$ cat src/hdl/hsv2rgb_pkg.sv
// hsv2rgb_pkg: constants, sector codes and stage payload types for the
// HSV to RGB565 pixel pipeline. No dependencies.
`default_nettype none

package hsv2rgb_pkg;

  localparam int unsigned HueW      = 10;
  localparam int unsigned LevelW    = 8;
  localparam int unsigned RgbW      = 16;
  localparam int unsigned FullCircle = 360;
  localparam int unsigned SectorSpan = 60;
  localparam int unsigned LevelMax   = 255;
  localparam int unsigned FracDen    = SectorSpan * LevelMax;  // 15300
  // floor(2^24 / 15300); estimate is low by at most one
  localparam int unsigned RecipShift = 24;
  localparam int unsigned RecipMul   = (1 << RecipShift) / FracDen;

  typedef enum logic [2:0] {
    SEC_R_Y = 3'd0,
    SEC_Y_G = 3'd1,
    SEC_G_C = 3'd2,
    SEC_C_B = 3'd3,
    SEC_B_M = 3'd4,
    SEC_M_R = 3'd5
  } sector_e;

  // after hue split
  typedef struct packed {
    sector_e     sector;
    logic [5:0]  rem;
    logic [7:0]  sat;
    logic [7:0]  val;
  } sect_t;

  // level numerators and quotient estimates
  typedef struct packed {
    sector_e     sector;
    logic [7:0]  val;
    logic [7:0]  p;
    logic [21:0] xq;
    logic [7:0]  eq;
    logic [21:0] xt;
    logic [7:0]  et;
  } lvl_t;

endpackage

`default_nettype wire

$ cat src/hdl/hsv2rgb_sector.sv
// hsv2rgb_sector: two stages, hue mod 360 then sector / remainder split.
// Depends on hsv2rgb_pkg.
`default_nettype none

module hsv2rgb_sector (
  input  logic                  clk_i,
  input  logic                  rst_ni,
  input  logic                  in_valid_i,
  output logic                  in_ready_o,
  input  logic [9:0]            hue_i,
  input  logic [7:0]            sat_i,
  input  logic [7:0]            val_i,
  output logic                  out_valid_o,
  input  logic                  out_ready_i,
  output hsv2rgb_pkg::sect_t    out_o
);
  import hsv2rgb_pkg::*;

  logic       v1_q, v2_q;
  logic       en1, en2;
  logic [8:0] h_d, h_q;
  logic [7:0] s1_q, b1_q;
  sect_t      sd_d, sd_q;
  logic [8:0] base;

  assign en2        = !v2_q || out_ready_i;
  assign en1        = !v1_q || en2;
  assign in_ready_o = en1;

  always_comb begin
    if (hue_i >= 10'(2 * FullCircle)) begin
      h_d = 9'(hue_i - 10'(2 * FullCircle));
    end else if (hue_i >= 10'(FullCircle)) begin
      h_d = 9'(hue_i - 10'(FullCircle));
    end else begin
      h_d = 9'(hue_i);
    end
  end

  always_comb begin
    if (h_q >= 9'(5 * SectorSpan)) begin
      sd_d.sector = SEC_M_R;
    end else if (h_q >= 9'(4 * SectorSpan)) begin
      sd_d.sector = SEC_B_M;
    end else if (h_q >= 9'(3 * SectorSpan)) begin
      sd_d.sector = SEC_C_B;
    end else if (h_q >= 9'(2 * SectorSpan)) begin
      sd_d.sector = SEC_G_C;
    end else if (h_q >= 9'(SectorSpan)) begin
      sd_d.sector = SEC_Y_G;
    end else begin
      sd_d.sector = SEC_R_Y;
    end
    case (sd_d.sector)
      SEC_R_Y: base = 9'd0;
      SEC_Y_G: base = 9'(SectorSpan);
      SEC_G_C: base = 9'(2 * SectorSpan);
      SEC_C_B: base = 9'(3 * SectorSpan);
      SEC_B_M: base = 9'(4 * SectorSpan);
      default: base = 9'(5 * SectorSpan);
    endcase
    sd_d.rem = 6'(h_q - base);
    sd_d.sat = s1_q;
    sd_d.val = b1_q;
  end

  always_ff @(posedge clk_i or negedge rst_ni) begin
    if (!rst_ni) begin
      v1_q <= 1'b0;
      v2_q <= 1'b0;
    end else begin
      if (en1) v1_q <= in_valid_i;
      if (en2) v2_q <= v1_q;
    end
  end

  always_ff @(posedge clk_i) begin
    if (en1) begin
      h_q  <= h_d;
      s1_q <= sat_i;
      b1_q <= val_i;
    end
    if (en2) sd_q <= sd_d;
  end

  assign out_valid_o = v2_q;
  assign out_o       = sd_q;

endmodule

`default_nettype wire

$ cat src/hdl/hsv2rgb_level.sv
// hsv2rgb_level: three stages forming p, and the q / t numerators with
// reciprocal quotient estimates. Depends on hsv2rgb_pkg.
`default_nettype none

module hsv2rgb_level (
  input  logic                clk_i,
  input  logic                rst_ni,
  input  logic                in_valid_i,
  output logic                in_ready_o,
  input  hsv2rgb_pkg::sect_t  in_i,
  output logic                out_valid_o,
  input  logic                out_ready_i,
  output hsv2rgb_pkg::lvl_t   out_o
);
  import hsv2rgb_pkg::*;

  logic        v3_q, v4_q, v5_q;
  logic        en3, en4, en5;
  // stage 3
  sector_e     sec3_q;
  logic [7:0]  val3_q, ns_q;
  logic [13:0] a_q, b_q;
  logic [13:0] srem, scomp;
  // stage 4
  sector_e     sec4_q;
  logic [7:0]  val4_q;
  logic [15:0] xp_q;
  logic [21:0] xq_q, xt_q;
  // stage 5
  logic [16:0] xp1, psum;
  logic [32:0] pq, pt;
  lvl_t        lv_d, lv_q;

  assign en5        = !v5_q || out_ready_i;
  assign en4        = !v4_q || en5;
  assign en3        = !v3_q || en4;
  assign in_ready_o = en3;

  assign srem  = 14'(in_i.sat) * 14'(in_i.rem);
  assign scomp = 14'(in_i.sat) * 14'(6'(SectorSpan) - in_i.rem);

  // floor(x / 255) for x < 65535
  assign xp1  = 17'(xp_q) + 17'd1;
  assign psum = xp1 + (xp1 >> 8);
  assign pq   = 33'(xq_q) * 33'(RecipMul);
  assign pt   = 33'(xt_q) * 33'(RecipMul);

  always_comb begin
    lv_d.sector = sec4_q;
    lv_d.val    = val4_q;
    lv_d.p      = psum[15:8];
    lv_d.xq     = xq_q;
    lv_d.eq     = pq[RecipShift +: 8];
    lv_d.xt     = xt_q;
    lv_d.et     = pt[RecipShift +: 8];
  end

  always_ff @(posedge clk_i or negedge rst_ni) begin
    if (!rst_ni) begin
      v3_q <= 1'b0;
      v4_q <= 1'b0;
      v5_q <= 1'b0;
    end else begin
      if (en3) v3_q <= in_valid_i;
      if (en4) v4_q <= v3_q;
      if (en5) v5_q <= v4_q;
    end
  end

  always_ff @(posedge clk_i) begin
    if (en3) begin
      sec3_q <= in_i.sector;
      val3_q <= in_i.val;
      ns_q   <= 8'(LevelMax) - in_i.sat;
      a_q    <= 14'(FracDen) - srem;
      b_q    <= 14'(FracDen) - scomp;
    end
    if (en4) begin
      sec4_q <= sec3_q;
      val4_q <= val3_q;
      xp_q   <= 16'(val3_q) * 16'(ns_q);
      xq_q   <= 22'(val3_q) * 22'(a_q);
      xt_q   <= 22'(val3_q) * 22'(b_q);
    end
    if (en5) lv_q <= lv_d;
  end

  assign out_valid_o = v5_q;
  assign out_o       = lv_q;

endmodule

`default_nettype wire

$ cat src/hdl/hsv2rgb_pack.sv
// hsv2rgb_pack: quotient correction, sector channel select and RGB565
// packing into the output register. Depends on hsv2rgb_pkg.
`default_nettype none

module hsv2rgb_pack (
  input  logic               clk_i,
  input  logic               rst_ni,
  input  logic               in_valid_i,
  output logic               in_ready_o,
  input  hsv2rgb_pkg::lvl_t  in_i,
  output logic               out_valid_o,
  input  logic               out_ready_i,
  output logic [15:0]        rgb565_o
);
  import hsv2rgb_pkg::*;

  logic        v6_q, en6;
  logic [21:0] rq, rt;
  logic [7:0]  q, t, red, grn, blu;
  logic [15:0] rgb_d, rgb_q;

  assign en6        = !v6_q || out_ready_i;
  assign in_ready_o = en6;

  assign rq = in_i.xq - 22'(in_i.eq) * 22'(FracDen);
  assign rt = in_i.xt - 22'(in_i.et) * 22'(FracDen);
  assign q  = in_i.eq + 8'(rq >= 22'(FracDen));
  assign t  = in_i.et + 8'(rt >= 22'(FracDen));

  always_comb begin
    case (in_i.sector)
      SEC_R_Y: begin red = in_i.val; grn = t;        blu = in_i.p;   end
      SEC_Y_G: begin red = q;        grn = in_i.val; blu = in_i.p;   end
      SEC_G_C: begin red = in_i.p;   grn = in_i.val; blu = t;        end
      SEC_C_B: begin red = in_i.p;   grn = q;        blu = in_i.val; end
      SEC_B_M: begin red = t;        grn = in_i.p;   blu = in_i.val; end
      default: begin red = in_i.val; grn = in_i.p;   blu = q;        end
    endcase
    rgb_d = {red[7:3], grn[7:2], blu[7:3]};
  end

  always_ff @(posedge clk_i or negedge rst_ni) begin
    if (!rst_ni) begin
      v6_q <= 1'b0;
    end else if (en6) begin
      v6_q <= in_valid_i;
    end
  end

  always_ff @(posedge clk_i) begin
    if (en6) rgb_q <= rgb_d;
  end

  assign out_valid_o = v6_q;
  assign rgb565_o    = rgb_q;

endmodule

`default_nettype wire

$ cat src/hdl/hsv_to_rgb565.sv
// hsv_to_rgb565: top level of the HSV to RGB565 pixel pipeline.
// Depends on hsv2rgb_pkg, hsv2rgb_sector, hsv2rgb_level, hsv2rgb_pack.
//
//   channel | valid       | ready       | payload
//   --------+-------------+-------------+----------------------------------
//   in      | in_valid_i  | in_ready_o  | hue_i, saturation_i, brightness_i
//   out     | out_valid_o | out_ready_i | rgb565_o
//
// Six register stages; one pixel per clock while the output is not stalled.
// Depth is set by the two multiply levels and the reciprocal divide
// with its one-step correction.
// Reset clears only the stage valid bits; the data registers are not reset.
// Each stage advances when it is empty or the next one advances, so a
// stall fills bubbles first and drops or repeats no transfer.
`default_nettype none

module hsv_to_rgb565 (
  input  logic        clk_i,
  input  logic        rst_ni,
  input  logic        in_valid_i,
  output logic        in_ready_o,
  input  logic [9:0]  hue_i,
  input  logic [7:0]  saturation_i,
  input  logic [7:0]  brightness_i,
  output logic        out_valid_o,
  input  logic        out_ready_i,
  output logic [15:0] rgb565_o
);
  import hsv2rgb_pkg::*;

  logic  sv_valid, sv_ready, lv_valid, lv_ready;
  sect_t sect;
  lvl_t  lvl;

  hsv2rgb_sector u_sector (
    .clk_i       (clk_i),
    .rst_ni      (rst_ni),
    .in_valid_i  (in_valid_i),
    .in_ready_o  (in_ready_o),
    .hue_i       (hue_i),
    .sat_i       (saturation_i),
    .val_i       (brightness_i),
    .out_valid_o (sv_valid),
    .out_ready_i (sv_ready),
    .out_o       (sect)
  );

  hsv2rgb_level u_level (
    .clk_i       (clk_i),
    .rst_ni      (rst_ni),
    .in_valid_i  (sv_valid),
    .in_ready_o  (sv_ready),
    .in_i        (sect),
    .out_valid_o (lv_valid),
    .out_ready_i (lv_ready),
    .out_o       (lvl)
  );

  hsv2rgb_pack u_pack (
    .clk_i       (clk_i),
    .rst_ni      (rst_ni),
    .in_valid_i  (lv_valid),
    .in_ready_o  (lv_ready),
    .in_i        (lvl),
    .out_valid_o (out_valid_o),
    .out_ready_i (out_ready_i),
    .rgb565_o    (rgb565_o)
  );

endmodule

`default_nettype wire

$ cat config.mk
export PLATFORM = sky130hd
export DESIGN_NAME = hsv_to_rgb565
export DESIGN_NICKNAME = d
export VERILOG_FILES = /design/src/hdl/hsv2rgb_pkg.sv /design/src/hdl/hsv2rgb_sector.sv /design/src/hdl/hsv2rgb_level.sv /design/src/hdl/hsv2rgb_pack.sv /design/src/hdl/hsv_to_rgb565.sv
export SDC_FILE = /design/constraint.sdc
export NUM_CORES = 2
export LEC_CHECK = 0
export BUFFER_PORTS_ARGS = -buffer_cell sky130_fd_sc_hd__buf_2
export CORE_UTILIZATION = 60
export CTS_BUF_LIST = sky130_fd_sc_hd__clkbuf_2 sky130_fd_sc_hd__clkbuf_4 sky130_fd_sc_hd__clkbuf_8
export DETAILED_ROUTE_END_ITERATION = 12
export GPL_TIMING_DRIVEN = 0
export PLACE_DENSITY_LB_ADDON = 0.15
export RECOVER_POWER = 25
export SYNTH_ARGS = -nofsm -noshare
export SYNTH_HDL_FRONTEND = slang
export SYNTH_SLANG_ARGS = --single-unit
$ cat constraint.sdc
create_clock -name clk_i -period 14.98 [get_ports clk_i]
set_input_delay 0.749 -clock clk_i [delete_from_list [all_inputs] [get_ports clk_i]]
set_output_delay 0.749 -clock clk_i [all_outputs]
set_load 0.02 [all_outputs]
; Yosys cells after proc, flatten, opt, wreduce, memory -nomap -nowiden
; Cells that the tools add are included.
[totals]
output_inout_bits = 18
in_bits = 30
regBits = 269
[classes]
muxes = 11
eq_ne = 8
add_sub_neg = 13
reduce_logical = 18
multipliers = 9
order_cmp = 9
[op_table]
columns = cell, n
row1 = 8-bit case mux with 3 select lines, 3
row2 = "22-bit by 8-bit multiplier with 29-bit output, second input constant", 2
row3 = "22-bit by 14-bit greater-or-equal comparator with 1-bit output, second input constant", 2
row4 = 8-bit by 14-bit multiplier with 22-bit output, 2
row5 = 22-bit subtractor, 2
row6 = "8-bit by 12-bit multiplier with 20-bit output, second input constant", 2
row7 = 6-bit case mux with 5 select lines, 1
row8 = "14-bit subtractor, first input constant", 2
row9 = "9-bit by 8-bit greater-or-equal comparator with 1-bit output, second input constant", 2
row10 = 9-bit two-way mux, 2
row11 = "16-bit by 1-bit adder with 17-bit output, second input constant", 1
row12 = 16-bit by 9-bit adder with 16-bit output, 1
row13 = 8-bit by 1-bit adder with 8-bit output, 2
row14 = 8-bit by 8-bit multiplier with 16-bit output, 1
row15 = 8-bit by 14-bit multiplier with 14-bit output, 1
row16 = 8-bit by 6-bit multiplier with 14-bit output, 1
row17 = "3-bit by 2-bit equality test with 1-bit output, second input constant", 4
row18 = 3-bit two-way mux, 4
row19 = "10-bit greater-or-equal comparator, second input constant", 1
row20 = "10-bit by 9-bit greater-or-equal comparator with 1-bit output, second input constant", 1
row21 = "9-bit by 6-bit greater-or-equal comparator with 1-bit output, second input constant", 1
row22 = "9-bit by 7-bit greater-or-equal comparator with 1-bit output, second input constant", 1
row23 = "9-bit greater-or-equal comparator, second input constant", 1
row24 = "9-bit by 8-bit subtractor with 9-bit output, second input constant", 1
row25 = 11 further kinds, 27

; Logic depth before layout (Yosys ltp)
[depth]
depth_word = 9
depth_mapped = 32

; Modules after synthesis
; Synthesis repeated with hierarchy kept, for this count alone.
[hier_totals]
cells_unflattened = 3235
hier_area_um2 = 31761.7
[modules_own_cells]
columns = mod, area_per_inst_um2, cells_per_inst, instances, seq_area_each_um2
row1 = hsv2rgb_level, 22576.7, 2223, 1, 5900.7
row2 = hsv2rgb_pack, 6947.9, 861, 1, 505.5
row3 = hsv2rgb_sector, 2237.1, 151, 1, 1551.5

; Worst setup path before layout
; OpenSTA, ideal clock, no wires.
[synth_timing]
path_type = register to register
start = register u_level.lv_q, in the netlist u_level.out_o[5]
end = register u_pack.rgb_q[1] (netlist: u_pack.rgb565_o[1]), data pin
setup_slack_ps = 8350
stages_incl_launch_ff = 23
setup_time_ps = 261
arrival_ps = 6369
path_cell_list = edfxtp_1 -> fa_1 -> inv_1 -> fa_1 -> inv_1 -> fa_1 -> fa_1 -> ha_1 -> or3_1 -> a31oi_1 -> xor2_1 -> ha_1 -> a21oi_1 -> o21ai_0 -> or4_1 -> o32ai_1 -> o221ai_1 -> a2111oi_2 -> o221ai_2 -> o311ai_1 -> xnor2_1 -> o21ai_1 -> a221o_1
[synth_between]
elab_chain_cells = 5
[synth_lines]
columns = element, line_no
row1 = "start, declared", hsv2rgb_level.sv:32  ; lvl_t lv_d, lv_q;
row2 = "start signal, assigned", hsv2rgb_level.sv:85  ; if (en5) lv_q <= lv_d;
row3 = 8-bit by 12-bit multiplier with 20-bit output, hsv2rgb_pack.sv:26  ; assign rt = in_i.xt - 22'(in_i.et) * 22'(FracDen);
row4 = 22-bit subtractor, hsv2rgb_pack.sv:26
row5 = 22-bit by 14-bit greater-or-equal comparator with 1-bit output, hsv2rgb_pack.sv:28  ; assign t = in_i.et + 8'(rt >= 22'(FracDen));
row6 = 8-bit by 1-bit adder with 8-bit output, hsv2rgb_pack.sv:28
row7 = 8-bit case mux with 3 select lines, hsv2rgb_pack.sv:31  ; case (in_i.sector)
row8 = net u_pack.blu[4], hsv2rgb_pack.sv:19  ; logic [7:0] q, t, red, grn, blu;
row9 = "end signal, assigned", hsv2rgb_pack.sv:51  ; if (en6) rgb_q <= rgb_d;
row10 = "end, declared", hsv2rgb_pack.sv:20  ; logic [15:0] rgb_d, rgb_q;
; The timed path passes the listed nets, and every way through them passes these cells.
; A chain may end at the register's enable or synchronous reset.

; Worst setup path in the final report
[layout_timing]
start = register u_level.lv_q, in the netlist u_level.out_o[35]
end = register u_pack.rgb_q[4] (netlist: u_pack.rgb565_o[4]), data pin
[layout_between]
elab_chain_cells = 5
[layout_lines]
columns = element, line_no
row1 = 8-bit by 12-bit multiplier with 20-bit output, hsv2rgb_pack.sv:25  ; assign rq = in_i.xq - 22'(in_i.eq) * 22'(FracDen);
row2 = 22-bit subtractor, hsv2rgb_pack.sv:25
row3 = 22-bit by 14-bit greater-or-equal comparator with 1-bit output, hsv2rgb_pack.sv:27  ; assign q = in_i.eq + 8'(rq >= 22'(FracDen));
row4 = 8-bit by 1-bit adder with 8-bit output (*), hsv2rgb_pack.sv:27
row5 = 8-bit case mux with 3 select lines (*), hsv2rgb_pack.sv:31
row6 = net u_pack.blu[7], hsv2rgb_pack.sv:19
; Mark *: on every way through the listed nets, which the timed path passes. The rest lies on a longest branch.

==> results.ini <==
[outcome]
status = finished, final reports clean

[drt]
via_per_inst = 5.556
ant_nets = 0
wl_per_cell_um = 16.65
drc = 0
dr.pass1.iters = 5
drt_first_iter_violations = 1244
num_vias = 21747
routed_wl_mm = 65.15

[sta]
slew_violations = 0
skew_ns = 0.02628
slew_headroom = 0.1814
fin_tns_setup_ns = 0
finalSetupViolCount = 0
hold_viol_final = 0
rsz0062_at_grt = false
tightest_slew_ns = 1.225
min_period_ns = 7.715
period_share = 0.5150
max_freq_mhz = 129.6

[clock_tree]
clockRootBuffer = clkbuf_8
cts_setup_buffers = 0
clock_path_buffers = 3
cts-htree-levels = 2
post_cts_resized = 0
tritoncts = yes
clk_latency_ns = 0.62
cts_hold_buffers = 1
cts_made_buffers = 46
cts_sinks = 257
cts.clk_slew.worst_paths_ns = 0.07

[min_path]
hold_class = in -> reg
min_path_cells = 1

[finish]
layout-drive-gt1-share = 0.04659
finalNonFillerCells = 3914
final_cell_area_um2 = 32960
syn2layout_area_growth_pct = 6.791
layout.nets = 4038
final_core_util = 0.6529

[yosys]
syn_area_um2 = 30860
synth-seq-area-share = 0.2491
synth_seq_cells = 257
synthesis.nets = 3941
yosysWarnings = 0
async_flop_share = 0.02335
synth_edf_count = 251
synth_area_per_cell_um2 = 9.929
synthCells = 3108
synth-main-ff-cell = edfxtp_1
ys_types = 79

[placed_design]
place.gp.congestion = 0.9058
place_hpwl_mm = 53.45
portBuffers = 47
place_area_um2 = 31980
dp.cells = 3828

[global_routing]
grt_max_degree = 73
grt_usage = 0.2608
grt_pass1_wl_mm = 110.7
grt_pass1_vias = 23051
antenna_found_initial = 2
overflow = 0

[die]
start_util = 0.6114
core-area_um2 = 50480
die_w_um = 228.8
rows = 82
num_io_pins = 48
die-area_um2 = 52340
die_y_um = 228.8

[worst_setup_path]
arrival_ns = 8.05
ff2ff_path_depth = 27
cp_data_required_time_ns = 15.32
timing.setup.critical_path_class = reg -> reg
worstPathMaxFanout = 8
end_kind = register
worstSetupStartpointType = register

[flow_run]
cap_violations = 0

-- logic make-up (layout without fill, tap and decap cells) --
| group | Yosys count | after routing | synth area share |
|---|---|---|---|
| AO/OA/AOI/OAI | 416 | 416 | 0.08859 |
| XOR/XNOR | 154 | 154 | 0.04371 |
| adder cells (fa/ha/maj) | 804 | 804 | 0.4069 |
| buffers and inverters | 691 | 824 | 0.08405 |
| flip-flops | 257 | 257 | 0.2491 |
| multiplexers | 9 | 9 | 0.002919 |
| other | 0 | 1 | 0 |
| AND/OR/NAND/NOR | 777 | 777 | 0.1248 |
-- cells in the final DEF (no fill, tap or decap), types with 17 or more instances in the layout --
cell type  Yosys  final
edfxtp_1     251    251
ha_1         470    470
a211oi_1      19     19
xnor2_1      100    100
fa_1         333    333
buf_2          0     42
nand2_1      282    281
a21oi_1      124    124
clkbuf_1      58     63
nor3_1        36     36
and2_1       188    187
nand3_1       51     50
xor2_1        54     54
o21ai_0       89     89
and3_1        17     17
a21o_1        35     35
nand2b_1      25     25
nor2_1        98     98
o21a_1        22     22
clkbuf_8       0     50
nor2b_1       19     19
inv_1        630    629
-- cell usage after synthesis (25+ instances only) --
cell      count  area (µm²)
nor3_1       36       180.2
and2_1      188        1176
o21ai_0      89       445.4
clkbuf_1     58       217.7
ha_1        470        5881
nand3_1      51       255.2
nor2_1       98       367.9
nand2_1     282        1059
a21o_1       35       262.8
nand2b_1     25       156.4
xnor2_1     100       875.8
edfxtp_1    251        7537
inv_1       630        2365
a21oi_1     124       620.6
fa_1        333        6666
xor2_1       54       473.0
-- worst paths after layout --
| check | start | to | slack (ns) |
|---|---|---|---|
| worst max-delay path | u_level.out_o[35] | u_pack.rgb565_o[4] | 7.27 |
| worst min-delay path | saturation_i[3] | u_sector.s1_q[3] | 0.30 |
| worst max register to register | u_level.out_o[35] | u_pack.rgb565_o[4] | 7.27 |
| worst min register to register | u_level.val4_q[5] | u_level.out_o[73] | 0.41 |
| max in group asynchronous | rst_ni | u_pack.out_valid_o | 13.89 |
| min in group asynchronous | rst_ni | u_sector.v1_q | 0.66 |
-- state kept, by name (all words and copies together) (netlist names), 3 cells and up --
register	flops
u_level.a_q	13
u_level.b_q	14
u_level.ns_q	8
u_level.out_o	71
u_level.sec3_q	3
u_level.sec4_q	3
u_level.val3_q	8
u_level.val4_q	6
u_level.xp_q	16
u_level.xq_q	21
u_level.xt_q	22
u_pack.rgb565_o	16
u_sector.b1_q	8
u_sector.h_q	9
u_sector.out_o	25
u_sector.s1_q	8
-- metrics by stage --
step,hold slack [ns],setup WS (ns)
6_report,0.2988,7.265
5_1_grt,0.2725,6.758
2_1_floorplan,0.4003,8.350
4_1_cts,0.2538,7.257
3_3_place_gp,0.4019,7.384
3_5_place_dp,0.4045,7.325
-- routing by layer --
layer,GRT usage,vias to the layer above,part of all wire
li1,-,10421,-
met4,0.09563,0,0.032
met2,0.4688,523,0.50
met5,0,-,0
met3,0.02782,141,0.042
met1,0.3237,10662,0.42
-- cell type report --
cell class              count  area [µm²]
clock inverters            25       217.7
repair buffers             49       266.5
fillers                  4126       17520
plain buffers              61       229.0
clock buffers              59       755.7
well taps                 672       840.8
flip-flops and latches    257        7687
multi-input cells        2160       20590
inverters                 630        2365
diodes                      1       2.502
-- critical path, cell delays in order (launching register included) --
cell	delay, ns
edfxtp_1	0.60
fa_1	0.69
inv_1	0.08
fa_1	0.54
inv_1	0.06
fa_1	0.52
fa_1	0.50
ha_1	0.33
o21ai_0	0.11
a21boi_0	0.12
o21ai_0	0.17
nand2b_1	0.11
a21o_1	0.19
a21oi_1	0.21
xor2_1	0.24
ha_1	0.26
clkbuf_1	0.18
a21oi_1	0.41
nand2_1	0.12
a21oi_1	0.18
o2111ai_1	0.12
nor4_1	0.17
and4b_1	0.27
clkbuf_1	0.29
a211oi_1	0.16
xnor2_1	0.36
o21ai_0	0.13
a221o_1	0.32
Power is not shown: default switching activity piles up to over one toggle a cycle in this logic, so the estimate is an artifact.
